[config.mk]
export PLATFORM = sky130hd
export DESIGN_NAME = array_doubly_linked_list
export DESIGN_NICKNAME = d
export VERILOG_FILES = /design/src/rtl/adll_pkg.sv /design/src/rtl/adll_front.sv /design/src/rtl/adll_queue.sv /design/src/rtl/adll_back.sv /design/src/rtl/array_doubly_linked_list.sv
export SDC_FILE = /design/constraint.sdc
export NUM_CORES = 1
export LEC_CHECK = 0
export BUFFER_PORTS_ARGS = -buffer_cell sky130_fd_sc_hd__buf_2
export CAP_MARGIN = 20
export CORE_ASPECT_RATIO = 1.25
export CORE_UTILIZATION = 49
export DETAILED_ROUTE_END_ITERATION = 6
export PLACE_DENSITY = 0.67
export SETUP_SLACK_MARGIN = 0.5
export SYNTH_ARGS = -nofsm -noshare
export SYNTH_HDL_FRONTEND = slang
export SYNTH_HIERARCHICAL = 1
export SYNTH_SLANG_ARGS = --single-unit
[constraint.sdc]
create_clock -name i_clk -period 11.06 [get_ports i_clk]
set_input_delay 2.212 -clock i_clk [delete_from_list [all_inputs] [get_ports i_clk]]
set_output_delay 2.212 -clock i_clk [all_outputs]
set_load 0.005 [all_outputs]
[src/rtl/adll_pkg.sv]
// Shared types, codes and default sizes for the array-backed doubly linked list.
// Used by every module in rtl/; depends on nothing.
package adll_pkg;

    localparam int OPC_W      = 4;
    localparam int NODE_W     = 4;
    localparam int RES_VAL_W  = 32;
    localparam int STAT_W     = 2;

    localparam int ENTRIES_DEF    = 16;
    localparam int VALUE_BITS_DEF = 32;
    localparam int MAX_RESULTS    = 15;
    localparam int CNT_W          = $clog2(MAX_RESULTS);
    localparam int Q_DEPTH        = 2;

    typedef logic [OPC_W-1:0] t_kind;

    localparam t_kind OP_CLEAR      = 4'd0;
    localparam t_kind OP_PUSH_BACK  = 4'd1;
    localparam t_kind OP_PUSH_FRONT = 4'd2;
    localparam t_kind OP_INSERT     = 4'd3;
    localparam t_kind OP_POP_BACK   = 4'd4;
    localparam t_kind OP_POP_FRONT  = 4'd5;
    localparam t_kind OP_REMOVE     = 4'd6;
    localparam t_kind OP_WALK_FWD   = 4'd7;
    localparam t_kind OP_WALK_BACK  = 4'd8;
    localparam t_kind OP_NOP        = 4'd9;

    localparam logic [STAT_W-1:0] ST_OK      = 2'd0;
    localparam logic [STAT_W-1:0] ST_FULL    = 2'd1;
    localparam logic [STAT_W-1:0] ST_EMPTY   = 2'd2;
    localparam logic [STAT_W-1:0] ST_INVALID = 2'd3;

    typedef struct packed {
        t_kind kind;
        logic  node_rng;
    } t_cmd_ctl;

    localparam int CMD_W_DEF = $bits(t_cmd_ctl) + VALUE_BITS_DEF + NODE_W;

endpackage

[src/rtl/adll_front.sv]
// Front end: takes command beats, decodes the opcode and range-checks the node.
// Depends on adll_pkg; feeds adll_queue.
module adll_front #(
    parameter int ENTRIES    = adll_pkg::ENTRIES_DEF,
    parameter int VALUE_BITS = adll_pkg::VALUE_BITS_DEF
) (
    input  logic                            start,
    output logic                            busy,
    input  logic [adll_pkg::OPC_W-1:0]      i_opcode,
    input  logic signed [adll_pkg::RES_VAL_W-1:0] i_value,
    input  logic [adll_pkg::NODE_W-1:0]     i_node,
    input  logic                            i_q_full,
    output logic                            o_push,
    output adll_pkg::t_cmd_ctl              o_ctl,
    output logic signed [VALUE_BITS-1:0]    o_value,
    output logic [adll_pkg::NODE_W-1:0]     o_node
);
    import adll_pkg::*;

    assign busy   = i_q_full;
    assign o_push = start && !i_q_full;

    // Opcodes past the last walk all collapse onto one do-nothing code.
    assign o_ctl.kind     = (i_opcode > OP_WALK_BACK) ? OP_NOP : i_opcode;
    assign o_ctl.node_rng = (i_node != '0) && (32'(i_node) < 32'(ENTRIES));

    assign o_value = VALUE_BITS'(i_value);
    assign o_node  = i_node;

endmodule

[src/rtl/adll_queue.sv]
// Short command queue between the front and back ends.
// Depends on adll_pkg for its default sizes.
module adll_queue #(
    parameter int WIDTH = adll_pkg::CMD_W_DEF,
    parameter int DEPTH = adll_pkg::Q_DEPTH
) (
    input  logic             i_clk,
    input  logic             i_rst_n,
    input  logic             i_push,
    input  logic [WIDTH-1:0] i_data,
    input  logic             i_pop,
    output logic [WIDTH-1:0] o_data,
    output logic             o_full,
    output logic             o_empty
);
    localparam int PTR_W = (DEPTH > 1) ? $clog2(DEPTH) : 1;
    localparam int LVL_W = $clog2(DEPTH + 1);

    logic [WIDTH-1:0] r_mem [DEPTH];
    logic [PTR_W-1:0] r_wr, n_wr, r_rd, n_rd;
    logic [LVL_W-1:0] r_lvl, n_lvl;

    assign o_full  = (r_lvl == LVL_W'(DEPTH));
    assign o_empty = (r_lvl == '0);
    assign o_data  = r_mem[r_rd];

    always_comb begin
        n_wr  = r_wr;
        n_rd  = r_rd;
        n_lvl = r_lvl;
        if (i_push) begin
            n_wr = (r_wr == PTR_W'(DEPTH - 1)) ? '0 : r_wr + 1'b1;
        end
        if (i_pop) begin
            n_rd = (r_rd == PTR_W'(DEPTH - 1)) ? '0 : r_rd + 1'b1;
        end
        if (i_push && !i_pop) begin
            n_lvl = r_lvl + 1'b1;
        end else if (i_pop && !i_push) begin
            n_lvl = r_lvl - 1'b1;
        end
    end

    always_ff @(posedge i_clk) begin
        if (!i_rst_n) begin
            r_wr  <= '0;
            r_rd  <= '0;
            r_lvl <= '0;
        end else begin
            r_wr  <= n_wr;
            r_rd  <= n_rd;
            r_lvl <= n_lvl;
        end
    end

    always_ff @(posedge i_clk) begin
        if (i_push) begin
            r_mem[r_wr] <= i_data;
        end
    end

endmodule

[src/rtl/adll_back.sv]
// Back end: link and value memories, head/tail/free pointers and the sequencer
// that carries out each command. Depends on adll_pkg; fed by adll_queue.
module adll_back #(
    parameter int ENTRIES    = adll_pkg::ENTRIES_DEF,
    parameter int VALUE_BITS = adll_pkg::VALUE_BITS_DEF
) (
    input  logic                                  i_clk,
    input  logic                                  i_rst_n,
    input  logic                                  i_cmd_valid,
    output logic                                  o_cmd_pop,
    input  adll_pkg::t_cmd_ctl                    i_ctl,
    input  logic signed [VALUE_BITS-1:0]          i_value,
    input  logic [adll_pkg::NODE_W-1:0]           i_node,
    output logic                                  o_res_valid,
    output logic signed [adll_pkg::RES_VAL_W-1:0] o_value_res,
    output logic [adll_pkg::NODE_W-1:0]           o_node_index,
    output logic [adll_pkg::STAT_W-1:0]           o_status,
    output logic                                  o_last
);
    import adll_pkg::*;

    localparam int IDX_W = $clog2(ENTRIES);

    localparam logic [1:0] S_IDLE = 2'd0;
    localparam logic [1:0] S_B    = 2'd1;
    localparam logic [1:0] S_C    = 2'd2;
    localparam logic [1:0] S_WALK = 2'd3;

    // Successor link as it stands after reset: the free chain.
    function automatic logic [IDX_W-1:0] link_rst(input logic [IDX_W-1:0] a);
        logic [IDX_W-1:0] r;
        if (a == '0 || a == IDX_W'(ENTRIES - 1)) begin
            r = '0;
        end else begin
            r = a + 1'b1;
        end
        return r;
    endfunction

    logic [1:0]                    r_state, n_state;
    t_kind                         r_kind, n_kind;
    logic signed [VALUE_BITS-1:0]  r_val, n_val;
    logic [IDX_W-1:0]              r_node, n_node, r_n, n_n;
    logic [IDX_W-1:0]              r_head, n_head, r_tail, n_tail, r_free, n_free;
    logic [CNT_W-1:0]              r_cnt, n_cnt;
    logic [ENTRIES-1:0]            r_in_use, n_in_use, r_nvld, n_nvld, r_pvld, n_pvld;

    logic [IDX_W-1:0]              r_next_mem [ENTRIES];
    logic [IDX_W-1:0]              r_prev_mem [ENTRIES];
    logic signed [VALUE_BITS-1:0]  r_val_mem  [ENTRIES];

    logic [IDX_W-1:0]              r_qn0, r_qn1, r_qp, r_ra0;
    logic signed [VALUE_BITS-1:0]  r_qv;
    logic                          r_nv0, r_nv1, r_pv;
    logic [IDX_W-1:0]              r_ra1;

    logic [IDX_W-1:0]              rd_a0, rd_a1;
    logic                          we_n, we_p, we_v;
    logic [IDX_W-1:0]              wa_n, wd_n, wa_p, wd_p, wa_v;
    logic signed [VALUE_BITS-1:0]  wd_v;

    logic [IDX_W-1:0]              eff_n0, eff_n1, eff_p, nx, q_idx, w_first, p_tgt;
    logic                          fin, node_ok, clr;

    logic                          r_ovld, n_ovld, r_olast, n_olast;
    logic signed [RES_VAL_W-1:0]   r_oval, n_oval;
    logic [NODE_W-1:0]             r_onode, n_onode;
    logic [STAT_W-1:0]             r_ost, n_ost;

    // Entries never written since reset or clear read as their reset value.
    assign eff_n0 = r_nv0 ? r_qn0 : link_rst(r_ra0);
    assign eff_n1 = r_nv1 ? r_qn1 : link_rst(r_ra1);
    assign eff_p  = r_pv  ? r_qp  : '0;

    assign nx      = (r_kind == OP_WALK_FWD) ? eff_n0 : eff_p;
    assign fin     = (nx == '0) || (r_cnt == CNT_W'(MAX_RESULTS - 1));
    assign q_idx   = IDX_W'(i_node);
    assign node_ok = i_ctl.node_rng && r_in_use[q_idx];
    assign w_first = (i_ctl.kind == OP_WALK_FWD) ? r_head : r_tail;
    assign p_tgt   = (i_ctl.kind == OP_POP_BACK)  ? r_tail :
                     (i_ctl.kind == OP_POP_FRONT) ? r_head : q_idx;

    always_comb begin
        n_state  = r_state;
        n_kind   = r_kind;
        n_val    = r_val;
        n_node   = r_node;
        n_n      = r_n;
        n_cnt    = r_cnt;
        n_head   = r_head;
        n_tail   = r_tail;
        n_free   = r_free;
        n_in_use = r_in_use;
        n_ovld   = 1'b0;
        n_oval   = r_oval;
        n_onode  = r_onode;
        n_ost    = r_ost;
        n_olast  = r_olast;
        o_cmd_pop = 1'b0;
        clr      = 1'b0;
        rd_a0    = r_n;
        rd_a1    = q_idx;
        we_n     = 1'b0;
        wa_n     = r_n;
        wd_n     = '0;
        we_p     = 1'b0;
        wa_p     = r_n;
        wd_p     = '0;
        we_v     = 1'b0;
        wa_v     = r_free;
        wd_v     = i_value;

        case (r_state)
            S_IDLE: begin
                if (i_cmd_valid) begin
                    o_cmd_pop = 1'b1;
                    n_kind  = i_ctl.kind;
                    n_val   = i_value;
                    n_node  = q_idx;
                    n_olast = 1'b1;
                    n_oval  = '0;
                    n_onode = '0;
                    n_ost   = ST_OK;
                    case (i_ctl.kind)
                        OP_CLEAR: begin
                            clr    = 1'b1;
                            n_ovld = 1'b1;
                        end
                        OP_PUSH_BACK, OP_PUSH_FRONT, OP_INSERT: begin
                            // The node check comes before the pool-full check.
                            if (i_ctl.kind == OP_INSERT && !node_ok) begin
                                n_ovld = 1'b1;
                                n_ost  = ST_INVALID;
                            end else if (r_free == '0) begin
                                n_ovld = 1'b1;
                                n_ost  = ST_FULL;
                            end else begin
                                n_n   = r_free;
                                rd_a0 = r_free;
                                we_v  = 1'b1;
                                we_p  = 1'b1;
                                wa_p  = r_free;
                                if (i_ctl.kind == OP_PUSH_BACK) begin
                                    wd_p = r_tail;
                                end else if (i_ctl.kind == OP_INSERT) begin
                                    wd_p = q_idx;
                                end
                                n_state = S_B;
                            end
                        end
                        OP_POP_BACK, OP_POP_FRONT, OP_REMOVE: begin
                            if (i_ctl.kind == OP_REMOVE && !node_ok) begin
                                n_ovld = 1'b1;
                                n_ost  = ST_INVALID;
                            end else if (i_ctl.kind != OP_REMOVE && r_head == '0) begin
                                n_ovld = 1'b1;
                                n_ost  = ST_EMPTY;
                            end else begin
                                n_n     = p_tgt;
                                rd_a0   = p_tgt;
                                n_state = S_B;
                            end
                        end
                        OP_WALK_FWD, OP_WALK_BACK: begin
                            if (w_first == '0) begin
                                n_ovld = 1'b1;
                                n_ost  = ST_EMPTY;
                            end else begin
                                n_n     = w_first;
                                rd_a0   = w_first;
                                n_cnt   = '0;
                                n_state = S_WALK;
                            end
                        end
                        default: begin
                            n_ovld = 1'b1;
                        end
                    endcase
                end
            end
            S_B: begin
                case (r_kind)
                    OP_PUSH_BACK, OP_PUSH_FRONT, OP_INSERT: begin
                        n_free       = eff_n0;
                        n_in_use[r_n] = 1'b1;
                        we_n         = 1'b1;
                        wa_n         = r_n;
                        if (r_kind == OP_PUSH_BACK) begin
                            wd_n    = '0;
                            n_state = S_C;
                        end else if (r_kind == OP_PUSH_FRONT) begin
                            wd_n = r_head;
                            if (r_head != '0) begin
                                we_p = 1'b1;
                                wa_p = r_head;
                                wd_p = r_n;
                            end else begin
                                n_tail = r_n;
                            end
                            n_head  = r_n;
                            n_ovld  = 1'b1;
                            n_olast = 1'b1;
                            n_ost   = ST_OK;
                            n_oval  = '0;
                            n_onode = NODE_W'(r_n);
                            n_state = S_IDLE;
                        end else begin
                            wd_n = eff_n1;
                            if (eff_n1 != '0) begin
                                we_p = 1'b1;
                                wa_p = eff_n1;
                                wd_p = r_n;
                            end else begin
                                n_tail = r_n;
                            end
                            n_state = S_C;
                        end
                    end
                    default: begin
                        // Pops and remove: splice the neighbours round the node.
                        n_val         = r_qv;
                        n_in_use[r_n] = 1'b0;
                        if (eff_p != '0) begin
                            we_n = 1'b1;
                            wa_n = eff_p;
                            wd_n = eff_n0;
                        end else begin
                            n_head = eff_n0;
                        end
                        if (eff_n0 != '0) begin
                            we_p = 1'b1;
                            wa_p = eff_n0;
                            wd_p = eff_p;
                        end else begin
                            n_tail = eff_p;
                        end
                        n_state = S_C;
                    end
                endcase
            end
            S_C: begin
                n_ovld  = 1'b1;
                n_olast = 1'b1;
                n_ost   = ST_OK;
                n_onode = NODE_W'(r_n);
                n_oval  = '0;
                n_state = S_IDLE;
                we_n    = 1'b1;
                case (r_kind)
                    OP_PUSH_BACK: begin
                        if (r_tail != '0) begin
                            wa_n = r_tail;
                            wd_n = r_n;
                        end else begin
                            we_n   = 1'b0;
                            n_head = r_n;
                        end
                        n_tail = r_n;
                    end
                    OP_INSERT: begin
                        wa_n = r_node;
                        wd_n = r_n;
                    end
                    default: begin
                        // The freed node goes back on the front of the free chain.
                        wa_n   = r_n;
                        wd_n   = r_free;
                        we_p   = 1'b1;
                        wa_p   = r_n;
                        wd_p   = '0;
                        n_free = r_n;
                        n_oval = RES_VAL_W'(r_val);
                    end
                endcase
            end
            S_WALK: begin
                n_ovld  = 1'b1;
                n_oval  = RES_VAL_W'(r_qv);
                n_onode = NODE_W'(r_n);
                n_ost   = ST_OK;
                n_olast = fin;
                if (fin) begin
                    n_state = S_IDLE;
                end else begin
                    n_n   = nx;
                    rd_a0 = nx;
                    n_cnt = r_cnt + 1'b1;
                end
            end
            default: begin
                n_state = S_IDLE;
            end
        endcase

        if (clr) begin
            n_head   = '0;
            n_tail   = '0;
            n_free   = IDX_W'(1);
            n_in_use = '0;
        end
    end

    always_comb begin
        n_nvld = r_nvld;
        n_pvld = r_pvld;
        if (we_n) begin
            n_nvld[wa_n] = 1'b1;
        end
        if (we_p) begin
            n_pvld[wa_p] = 1'b1;
        end
        if (clr) begin
            n_nvld = '0;
            n_pvld = '0;
        end
    end

    always_ff @(posedge i_clk) begin
        if (!i_rst_n) begin
            r_state  <= S_IDLE;
            r_head   <= '0;
            r_tail   <= '0;
            r_free   <= IDX_W'(1);
            r_in_use <= '0;
            r_nvld   <= '0;
            r_pvld   <= '0;
            r_ovld   <= 1'b0;
        end else begin
            r_state  <= n_state;
            r_head   <= n_head;
            r_tail   <= n_tail;
            r_free   <= n_free;
            r_in_use <= n_in_use;
            r_nvld   <= n_nvld;
            r_pvld   <= n_pvld;
            r_ovld   <= n_ovld;
        end
    end

    always_ff @(posedge i_clk) begin
        r_kind  <= n_kind;
        r_val   <= n_val;
        r_node  <= n_node;
        r_n     <= n_n;
        r_cnt   <= n_cnt;
        r_oval  <= n_oval;
        r_onode <= n_onode;
        r_ost   <= n_ost;
        r_olast <= n_olast;
    end

    always_ff @(posedge i_clk) begin
        if (we_n) begin
            r_next_mem[wa_n] <= wd_n;
        end
        if (we_p) begin
            r_prev_mem[wa_p] <= wd_p;
        end
        if (we_v) begin
            r_val_mem[wa_v] <= wd_v;
        end
        r_qn0 <= r_next_mem[rd_a0];
        r_qn1 <= r_next_mem[rd_a1];
        r_qp  <= r_prev_mem[rd_a0];
        r_qv  <= r_val_mem[rd_a0];
        r_ra0 <= rd_a0;
        r_ra1 <= rd_a1;
        r_nv0 <= r_nvld[rd_a0];
        r_nv1 <= r_nvld[rd_a1];
        r_pv  <= r_pvld[rd_a0];
    end

    assign o_res_valid  = r_ovld;
    assign o_value_res  = r_oval;
    assign o_node_index = r_onode;
    assign o_status     = r_ost;
    assign o_last       = r_olast;

`ifndef NO_ASSERTIONS
    a_head_tail_empty: assert property (@(posedge i_clk) disable iff (!i_rst_n)
        (r_head == '0) == (r_tail == '0))
        else $error("head and tail disagree on whether the list is empty");

    a_free_not_used: assert property (@(posedge i_clk) disable iff (!i_rst_n)
        (r_free != '0) |-> !r_in_use[r_free])
        else $error("free chain starts at a node that is in the list");

    a_walk_continuous: assert property (@(posedge i_clk) disable iff (!i_rst_n)
        (o_res_valid && !o_last) |=> o_res_valid)
        else $error("walk results broke off before the last beat");

    a_fault_shape: assert property (@(posedge i_clk) disable iff (!i_rst_n)
        (o_res_valid && o_status != ST_OK) |->
        (o_last && o_node_index == '0 && o_value_res == '0))
        else $error("fault result is not a single empty beat");
`endif

endmodule

[src/rtl/array_doubly_linked_list.sv]
// Top level of the array-backed doubly linked list with free chain.
// Depends on adll_pkg, adll_front, adll_queue and adll_back.
//
//   Channel  | Handshake             | Beat fields
//   ---------+-----------------------+----------------------------------------------
//   command  | start / busy          | i_opcode, i_value, i_node
//   result   | o_res_valid (strobe)  | o_value_res, o_node_index, o_status, o_last
//
// A command is taken when start is high and busy is low; busy rises only while
// the two-entry command queue is full. The back end answers clear, faults and
// unused opcodes from its idle state, push front via S_B, and push back, insert,
// pops and remove via S_B then S_C (a memory read, then link writes); a walk
// gives one beat per visited node. Each result beat stands for one cycle after
// its step and cannot be held off. Reset is synchronous and takes effect at
// once: per-entry valid bits stand in for clearing the link memories.
module array_doubly_linked_list #(
    parameter int ENTRIES    = adll_pkg::ENTRIES_DEF,
    parameter int VALUE_BITS = adll_pkg::VALUE_BITS_DEF
) (
    input  logic                                  i_clk,
    input  logic                                  i_rst_n,
    input  logic                                  start,
    output logic                                  busy,
    input  logic [adll_pkg::OPC_W-1:0]            i_opcode,
    input  logic signed [adll_pkg::RES_VAL_W-1:0] i_value,
    input  logic [adll_pkg::NODE_W-1:0]           i_node,
    output logic                                  o_res_valid,
    output logic signed [adll_pkg::RES_VAL_W-1:0] o_value_res,
    output logic [adll_pkg::NODE_W-1:0]           o_node_index,
    output logic [adll_pkg::STAT_W-1:0]           o_status,
    output logic                                  o_last
);
    import adll_pkg::*;

    localparam int CTL_W = $bits(t_cmd_ctl);
    localparam int CMD_W = CTL_W + VALUE_BITS + NODE_W;

    logic                         q_full, q_empty, q_push, q_pop;
    logic [CMD_W-1:0]             q_wdata, q_rdata;
    t_cmd_ctl                     f_ctl, b_ctl;
    logic signed [VALUE_BITS-1:0] f_value, b_value;
    logic [NODE_W-1:0]            f_node, b_node;

    adll_front #(
        .ENTRIES    (ENTRIES),
        .VALUE_BITS (VALUE_BITS)
    ) u_front (
        .start    (start),
        .busy     (busy),
        .i_opcode (i_opcode),
        .i_value  (i_value),
        .i_node   (i_node),
        .i_q_full (q_full),
        .o_push   (q_push),
        .o_ctl    (f_ctl),
        .o_value  (f_value),
        .o_node   (f_node)
    );

    assign q_wdata = {f_ctl, f_value, f_node};

    adll_queue #(
        .WIDTH (CMD_W),
        .DEPTH (Q_DEPTH)
    ) u_queue (
        .i_clk   (i_clk),
        .i_rst_n (i_rst_n),
        .i_push  (q_push),
        .i_data  (q_wdata),
        .i_pop   (q_pop),
        .o_data  (q_rdata),
        .o_full  (q_full),
        .o_empty (q_empty)
    );

    assign b_ctl   = q_rdata[CMD_W-1 -: CTL_W];
    assign b_value = q_rdata[NODE_W +: VALUE_BITS];
    assign b_node  = q_rdata[NODE_W-1:0];

    adll_back #(
        .ENTRIES    (ENTRIES),
        .VALUE_BITS (VALUE_BITS)
    ) u_back (
        .i_clk        (i_clk),
        .i_rst_n      (i_rst_n),
        .i_cmd_valid  (!q_empty),
        .o_cmd_pop    (q_pop),
        .i_ctl        (b_ctl),
        .i_value      (b_value),
        .i_node       (b_node),
        .o_res_valid  (o_res_valid),
        .o_value_res  (o_value_res),
        .o_node_index (o_node_index),
        .o_status     (o_status),
        .o_last       (o_last)
    );

endmodule

==> qor.txt, run 1 <==
status: finished, final reports clean
ys async rst share: 0%
HP Class: reg2reg
GR Util All Layers: 25.6%
Place WS: 4.41 ns
data arrival time of the worst path: 6.87 ns
clk_lat worst skew: 0.65 ns
synthesized netlist cell count: 2818
fin crit share: 57.8%
first-pass GRT wire length: 155000 µm
Post-DRT Antenna Nets: 0
Cell Area, Synth: 0.0392 mm²
final-report setup violation count: 0
Critical Path Max Stage Delay: 0.94 ns
htree depth: 3
EDFF count, synth: 805
GP Congestion: 0.936
most frequent cells after synthesis: edfxtp_1, nand3_1, o21ai_0
syn_area_per_cell: 13.9 µm²
Ys Warns: 6
Power Internal: 0.00688 W
min cycle time layout: 6.39 ns
top fanout value on the critical path: 94
DRC Markers: 0
Synth-to-Final Area Change: 11.1%
vias in the first global route: 24900
num rows: 115
Min Hold Slack: 0.465 ns
Resize count post-CTS: 0
Distinct cells, synth: 82
number of vias per cell: 6.31
CTS tree: built
Comb pwr share: 23.0%
global route total overflow: 0
CP top delay family: buffers and inverters
highest metal used: met4
Pwr per Cell Area: 229 mW/mm²
CTS Buf Count: 89
cells on worst reg2reg path: 15
total power: 0.00996 W
Rel. slew slack: 19.6%
share of cells above drive strength 1: 18.0%
Slowest cell on crit path: mux2_2
Critical Setup Path Class: reg2reg
prevailing post-synth register cell: edfxtp_1
Met3 Wirelength: 7060 µm
Worst-path clk slew: 0.06 ns
most frequent cell after synthesis: edfxtp_1
clock buffer depth: 3
design area: 0.0435 mm²
max-slew violations: 0
Switch Pwr: 0.00308 W
post-synthesis sequential area ratio: 68.0%
power share of the sequential group: 46.3%
DR vias: 25000
largest net degree at the start of global routing: 182
port buffer count: 83
final setup TNS: 0 ns
Worst setup EP type: register
Initial Util: 49.6%
worst-margin pin slew: 1.20 ns
Final Hold Viols: 0
Sw Ratio: 31.0%
routed length per instance: 26.2 µm
worst path bufs/invs: 4
DR pass1 iterations: 7
dpl hpwl: 57700 µm
area share of the largest cell type after synthesis: 61.7%
WL met1: 40500 µm
Crit path depth: 15
I/O pin count: 84
number of DRC markers in iteration 0: 2749
final WL: 103000 µm
diodes inserted: 0
area of the multi-input gates: 0.0116 mm²
die height: 318 µm
Worst Hold Launch: u_back/r_pvld[1]
Fillers: 6292
crit start category: register
Root Driver: clkbuf_16
hold path depth: 1
nets@finish: 2881
Synth area leaders: edfxtp_1, dfxtp_1, mux2_2, nand3_1, o211ai_1
Synth Register Bits: 928
RSZ-0062 raised after global routing: no
Yosys top cell by area: edfxtp_1
Leakage Power: 14.1 nW
Critical Path RT: 11.55 ns
Max Clock Skew: 0.0384 ns
Sink Count: 928
antenna violations before repair: 0
width of the die: 255 µm
power share of the clock group: 30.8%
critical-path cell list: buf_4 > mux2_2 > nor2b_1 > a32oi_1 > nand3_1 > nand4_1 > a32oi_1 > o21ai_4 > buf_4 > nand2_8 > buf_4 > buf_16 > mux2_1 > o211ai_1 > nand4_1
CP dominant cell by count: buf_4
die footprint: 0.0811 mm²
FF/Latch Area: 0.0266 mm²
peak supply drop: 0.140 mV
MaxCap Viol Count: 0
Final WS setup: 4.67 ns
CTS Hold Bufs: 0
Area after DPL: 0.0405 mm²
max frequency: 157 MHz
DR WL met2: 51400 µm
total core area: 0.0790 mm²
postcts setup bufs: 0
-- cells in the final DEF, fill, tap and decap left out, types with 11 or more instances in the layout --
cell type	netlist	final
nand3_1	369	369
mux2_2	173	173
inv_1	24	24
clkinv_2	0	19
mux2_1	73	73
clkinv_1	2	17
a21oi_1	54	53
nand4_1	44	44
clkbuf_1	158	15
nand2b_1	14	14
o21ai_0	192	192
nor3_1	14	11
edfxtp_1	805	805
mux4_2	26	26
o211ai_1	176	176
o21a_1	40	37
a22o_1	34	34
buf_4	40	50
buf_2	34	84
conb_1	1	32
nor2b_1	21	18
clkbuf_16	0	95
nand2_1	67	66
dfxtp_1	123	122
ha_1	13	11
mux2i_1	34	34
o21ai_1	12	12
nor2_1	111	101
-- through the flow --
| step | std cells | util (%) |
|---|---|---|
| after global routing | 3954 | 55.1 |
| after detailed placement | 3784 | 51.3 |
| after global placement | 3783 | 51.3 |
| after floorplan | 2849 | - |
| after CTS | 3951 | 55.0 |
| final | 3954 | 55.1 |
-- metal layers --
| metal | up-vias | GRT usage, % |
|---|---|---|
| met5 | - | 0 |
| li1 | 10900 | - |
| met4 | 0 | 11.7 |
| met2 | 1206 | 42.4 |
| met1 | 12600 | 33.2 |
| met3 | 272 | 3.45 |
-- state kept, by name, summed over array words and instances, names as in the netlist, 16 cells and up, named ones only --
register / flops
u_queue/r_mem: 82
u_back/r_nvld: 16
u_back/o_value_res: 32
u_back/r_next_mem: 64
u_back/r_val_mem: 512
u_back/r_prev_mem: 64
u_back/r_qv: 32
u_back/r_val: 32
u_back/r_pvld: 16
-- worst paths after layout --
path | slack [ns] | to
worst max-delay path | 4.67 | u_back/r_qv[25]
worst min-delay path | 0.46 | u_back/r_pvld[1]
worst max register to register | 4.67 | u_back/r_qv[25]
worst min register to register | 0.46 | u_back/r_pvld[1]
-- power groups by stage --
stage	Clock (W)	Combinational [W]	Sequential [W]
after floorplan	0	0.00150	0.00460
after global placement	0	0.00222	0.00467
after detailed placement	0	0.00226	0.00468
after CTS	0.00311	0.00227	0.00461
after global routing	0.00324	0.00246	0.00464
final	0.00307	0.00229	0.00461
-- cells by family (layout without fill, tap and decap cells) --
logic type | after synthesis | in the layout | synth area share (%)
flip-flops | 928 | 928 | 68.0
XOR/XNOR | 7 | 7 | 0.156
AO/OA/AOI/OAI | 595 | 595 | 10.1
adder cells (fa/ha/maj) | 13 | 13 | 0.415
AND/OR/NAND/NOR | 690 | 690 | 8.78
buffers and inverters | 278 | 330 | 3.17
multiplexers | 306 | 306 | 9.43
other | 1 | 32 | 0.00957
-- layout make-up --
type	instances	area share (%)
clock buffer	117	5.81
sequential	928	61.2
multi-input combinational	1643	26.7
tap	1053	3.03
timing repair buffer	137	2.00
inverter	26	0.224
clock inverter	50	1.01
Note: power is estimated with default switching activity, not from simulation.
==> inputs of run 2 (changes only) <==
==> constraint.sdc (replaced) <==
create_clock -name i_clk -period 6.5 [get_ports i_clk]
set_input_delay 1.3 -clock i_clk [delete_from_list [all_inputs] [get_ports i_clk]]
set_output_delay 1.3 -clock i_clk [all_outputs]
set_load 0.005 [all_outputs]
==> run 2 against run 1 <==
  * First-iteration DRC count is 6.1% lower
  * Maximum frequency is 23% higher
  * Cell area is 0.22% higher
  * Highest routed layer unchanged
==> qor.txt, run 2 (synthesized netlist as in run 1, its figures left out) <==
crit start category: register
clock buffer depth: 3 (unchanged)
final setup TNS: 0 ns (unchanged)
Leakage Power: 14.1 nW (+0.37%)
Switch Pwr: 0.00530 W (+72%)
routed length per instance: 26.5 µm (+1.3%)
number of vias per cell: 6.30 (-0.21%)
die footprint: 0.0811 mm² (unchanged)
DR WL met2: 53300 µm (+3.8%)
postcts setup bufs: 0 (unchanged)
final WL: 105000 µm (+1.6%)
Initial Util: 49.6% (unchanged)
CTS tree: built
max frequency: 193 MHz (+23%)
Comb pwr share: 23.4% (+0.4 points)
share of cells above drive strength 1: 18.2% (+0.21 points)
power share of the clock group: 30.3% (-0.5 points)
Met3 Wirelength: 6460 µm (-8.6%)
global route total overflow: 0 (unchanged)
Synth-to-Final Area Change: 11.3%
area of the multi-input gates: 0.0116 mm² (unchanged)
cells on worst reg2reg path: 13 (-2)
diodes inserted: 0 (unchanged)
port buffer count: 83 (unchanged)
Critical Path RT: 7.08 ns (-4.47 ns)
Critical Setup Path Class: reg2reg
DR pass1 iterations: 5 (-2)
Worst-path clk slew: 0.06 ns (about the same)
setup slack, reg-to-reg: 1.33 ns (-3.35 ns)
Sink Count: 928 (unchanged)
Slowest cell on crit path: o31ai_1
fin crit share: 79.6% (+22 points)
num rows: 115 (unchanged)
GP Congestion: 0.960 (+2.6%)
final-report setup violation count: 0 (unchanged)
peak supply drop: 0.229 mV (+63%)
clk_lat worst skew: 0.66 ns (about the same)
Resize count post-CTS: 0 (unchanged)
power share of the sequential group: 46.3% (about the same)
most frequent cells in the layout: edfxtp_1, nand3_1, o21ai_0
FF/Latch Area: 0.0266 mm² (unchanged)
htree depth: 3 (unchanged)
DRC Markers: 0 (unchanged)
Pwr per Cell Area: 389 mW/mm² (+70%)
CTS Buf Count: 90 (+1.1%)
status: finished, final reports clean
first-pass GRT wire length: 158000 µm (+1.5%)
Final Hold Viols: 0 (unchanged)
Min Hold Slack: 0.463 ns (-0.00111 ns)
max reg flops: 512 (unchanged)
die height: 318 µm (unchanged)
CTS Hold Bufs: 0 (unchanged)
largest net degree at the start of global routing: 169 (-7.1%)
Fillers: 6328 (+0.57%)
CP dominant cell by count: buf_4
worst-margin pin slew: 1.18 ns (-0.0248 ns)
nets@finish: 2894 (+0.45%)
WL met1: 41500 µm (+2.3%)
Rel. slew slack: 21.2% (+1.7 points)
top fanout value on the critical path: 35 (-63%)
antenna violations before repair: 1 (+1)
Biggest register: u_back/r_val_mem
GR Util All Layers: 26.0% (+0.46 points)
min cycle time layout: 5.17 ns (-1.21 ns)
number of DRC markers in iteration 0: 2580 (-6.1%)
Worst Hold Launch: u_back/r_pvld[11]
top flop regs: u_back/r_val_mem: 512 flops, u_queue/r_mem: 82 flops
Worst setup EP type: register
r2r endpoint: u_back/r_qv[21]
vias in the first global route: 24800 (-0.43%)
critical-path cell list: buf_4 > mux2_2 > and4bb_2 > nor2_1 > a41oi_1 > nand2_1 > o2bb2ai_1 > a2111oi_0 > o31ai_1 > nor2b_4 > buf_4 > o211ai_1 > nand4_1
Sw Ratio: 31.2% (+0.28 points)
dpl hpwl: 59400 µm (+2.8%)
DR vias: 25000 (+0.044%)
RSZ-0062 raised after global routing: no
Root Driver: clkbuf_16
Power Internal: 0.0117 W (+70%)
data arrival time of the worst path: 5.75 ns (-1.12 ns)
Max Clock Skew: 0.0244 ns (-0.0140 ns)
I/O pin count: 84 (unchanged)
Setup crit end: u_back/r_qv[21]
total core area: 0.0790 mm² (unchanged)
width of the die: 255 µm (unchanged)
max-slew violations: 0 (unchanged)
MaxCap Viol Count: 0 (unchanged)
Post-DRT Antenna Nets: 0 (unchanged)
HP Class: reg2reg
highest metal used: met4
most common cell after layout, fill and taps aside: edfxtp_1
Critical Path Max Stage Delay: 0.87 ns (-0.07 ns)
[run 2: cell count changes in the layout (fill, tap and decap cells not counted), sizes merged]
cell	change
inv	+4
buf	+12
bufinv	-2
clkbuf	+11
clkinv	-12
clkinvlp	-3
[run 2: through the flow]
step | total power [W] | util, % | setup slack [ns] | instance area [µm²] | std cells
CTS | 0.0170 | 55.2 | 1.33 | 43600 | 3961
global placement | 0.0118 | 51.5 | 1.45 | 40700 | 3796
global route | 0.0176 | 55.2 | 1.02 | 43600 | 3964
detailed placement | 0.0119 | 51.5 | 1.38 | 40700 | 3796
floorplan | 0.0104 | - | 0.700 | 39300 | 2849
finish | 0.0170 | 55.2 | 1.33 | 43600 | 3964
[run 2: area by class of cell]
cell class                 instances  share of cell area [%]
clock buffer                     128                    5.84
timing repair buffer             149                    2.35
tap                             1053                    3.02
clock inverter                    37                   0.832
sequential                       928                    61.1
multi-input combinational       1643                    26.7
inverter                          26                   0.224
[run 2: worst min-delay path by stage]
stage | to | depth (start not counted)
finish | u_back/r_pvld[11] | 1
global route | u_back/r_pvld[6] | 1
CTS | u_back/r_pvld[6] | 1
detailed placement | u_back/r_pvld[11] | 1
global placement | u_back/r_pvld[4] | 1
floorplan | u_back/r_pvld[12] | 1
[run 2: metal layers]
| metal | up-vias | global-route usage (%) |
|---|---|---|
| li1 | 10900 | - |
| met1 | 12700 | 33.7 |
| met2 | 1075 | 44.2 |
| met3 | 223 | 3.36 |
| met4 | 0 | 10.2 |
| met5 | - | 0 |
[run 2: critical path: cells and delay by family (launching register included)]
kind	cells	cell delay (ns)
flops	1	0.41
mux	1	0.50
simple gates	5	1.54
compound gates	5	1.67
buf+inv	2	0.94
[run 2: power groups by stage]
stage	logic (W)	registers [W]	clock network (W)
2_1_floorplan	0.00255	0.00783	0
3_3_place_gp	0.00387	0.00796	0
3_5_place_dp	0.00393	0.00798	0
4_1_cts	0.00395	0.00786	0.00523
5_1_grt	0.00426	0.00791	0.00545
6_report	0.00397	0.00786	0.00513
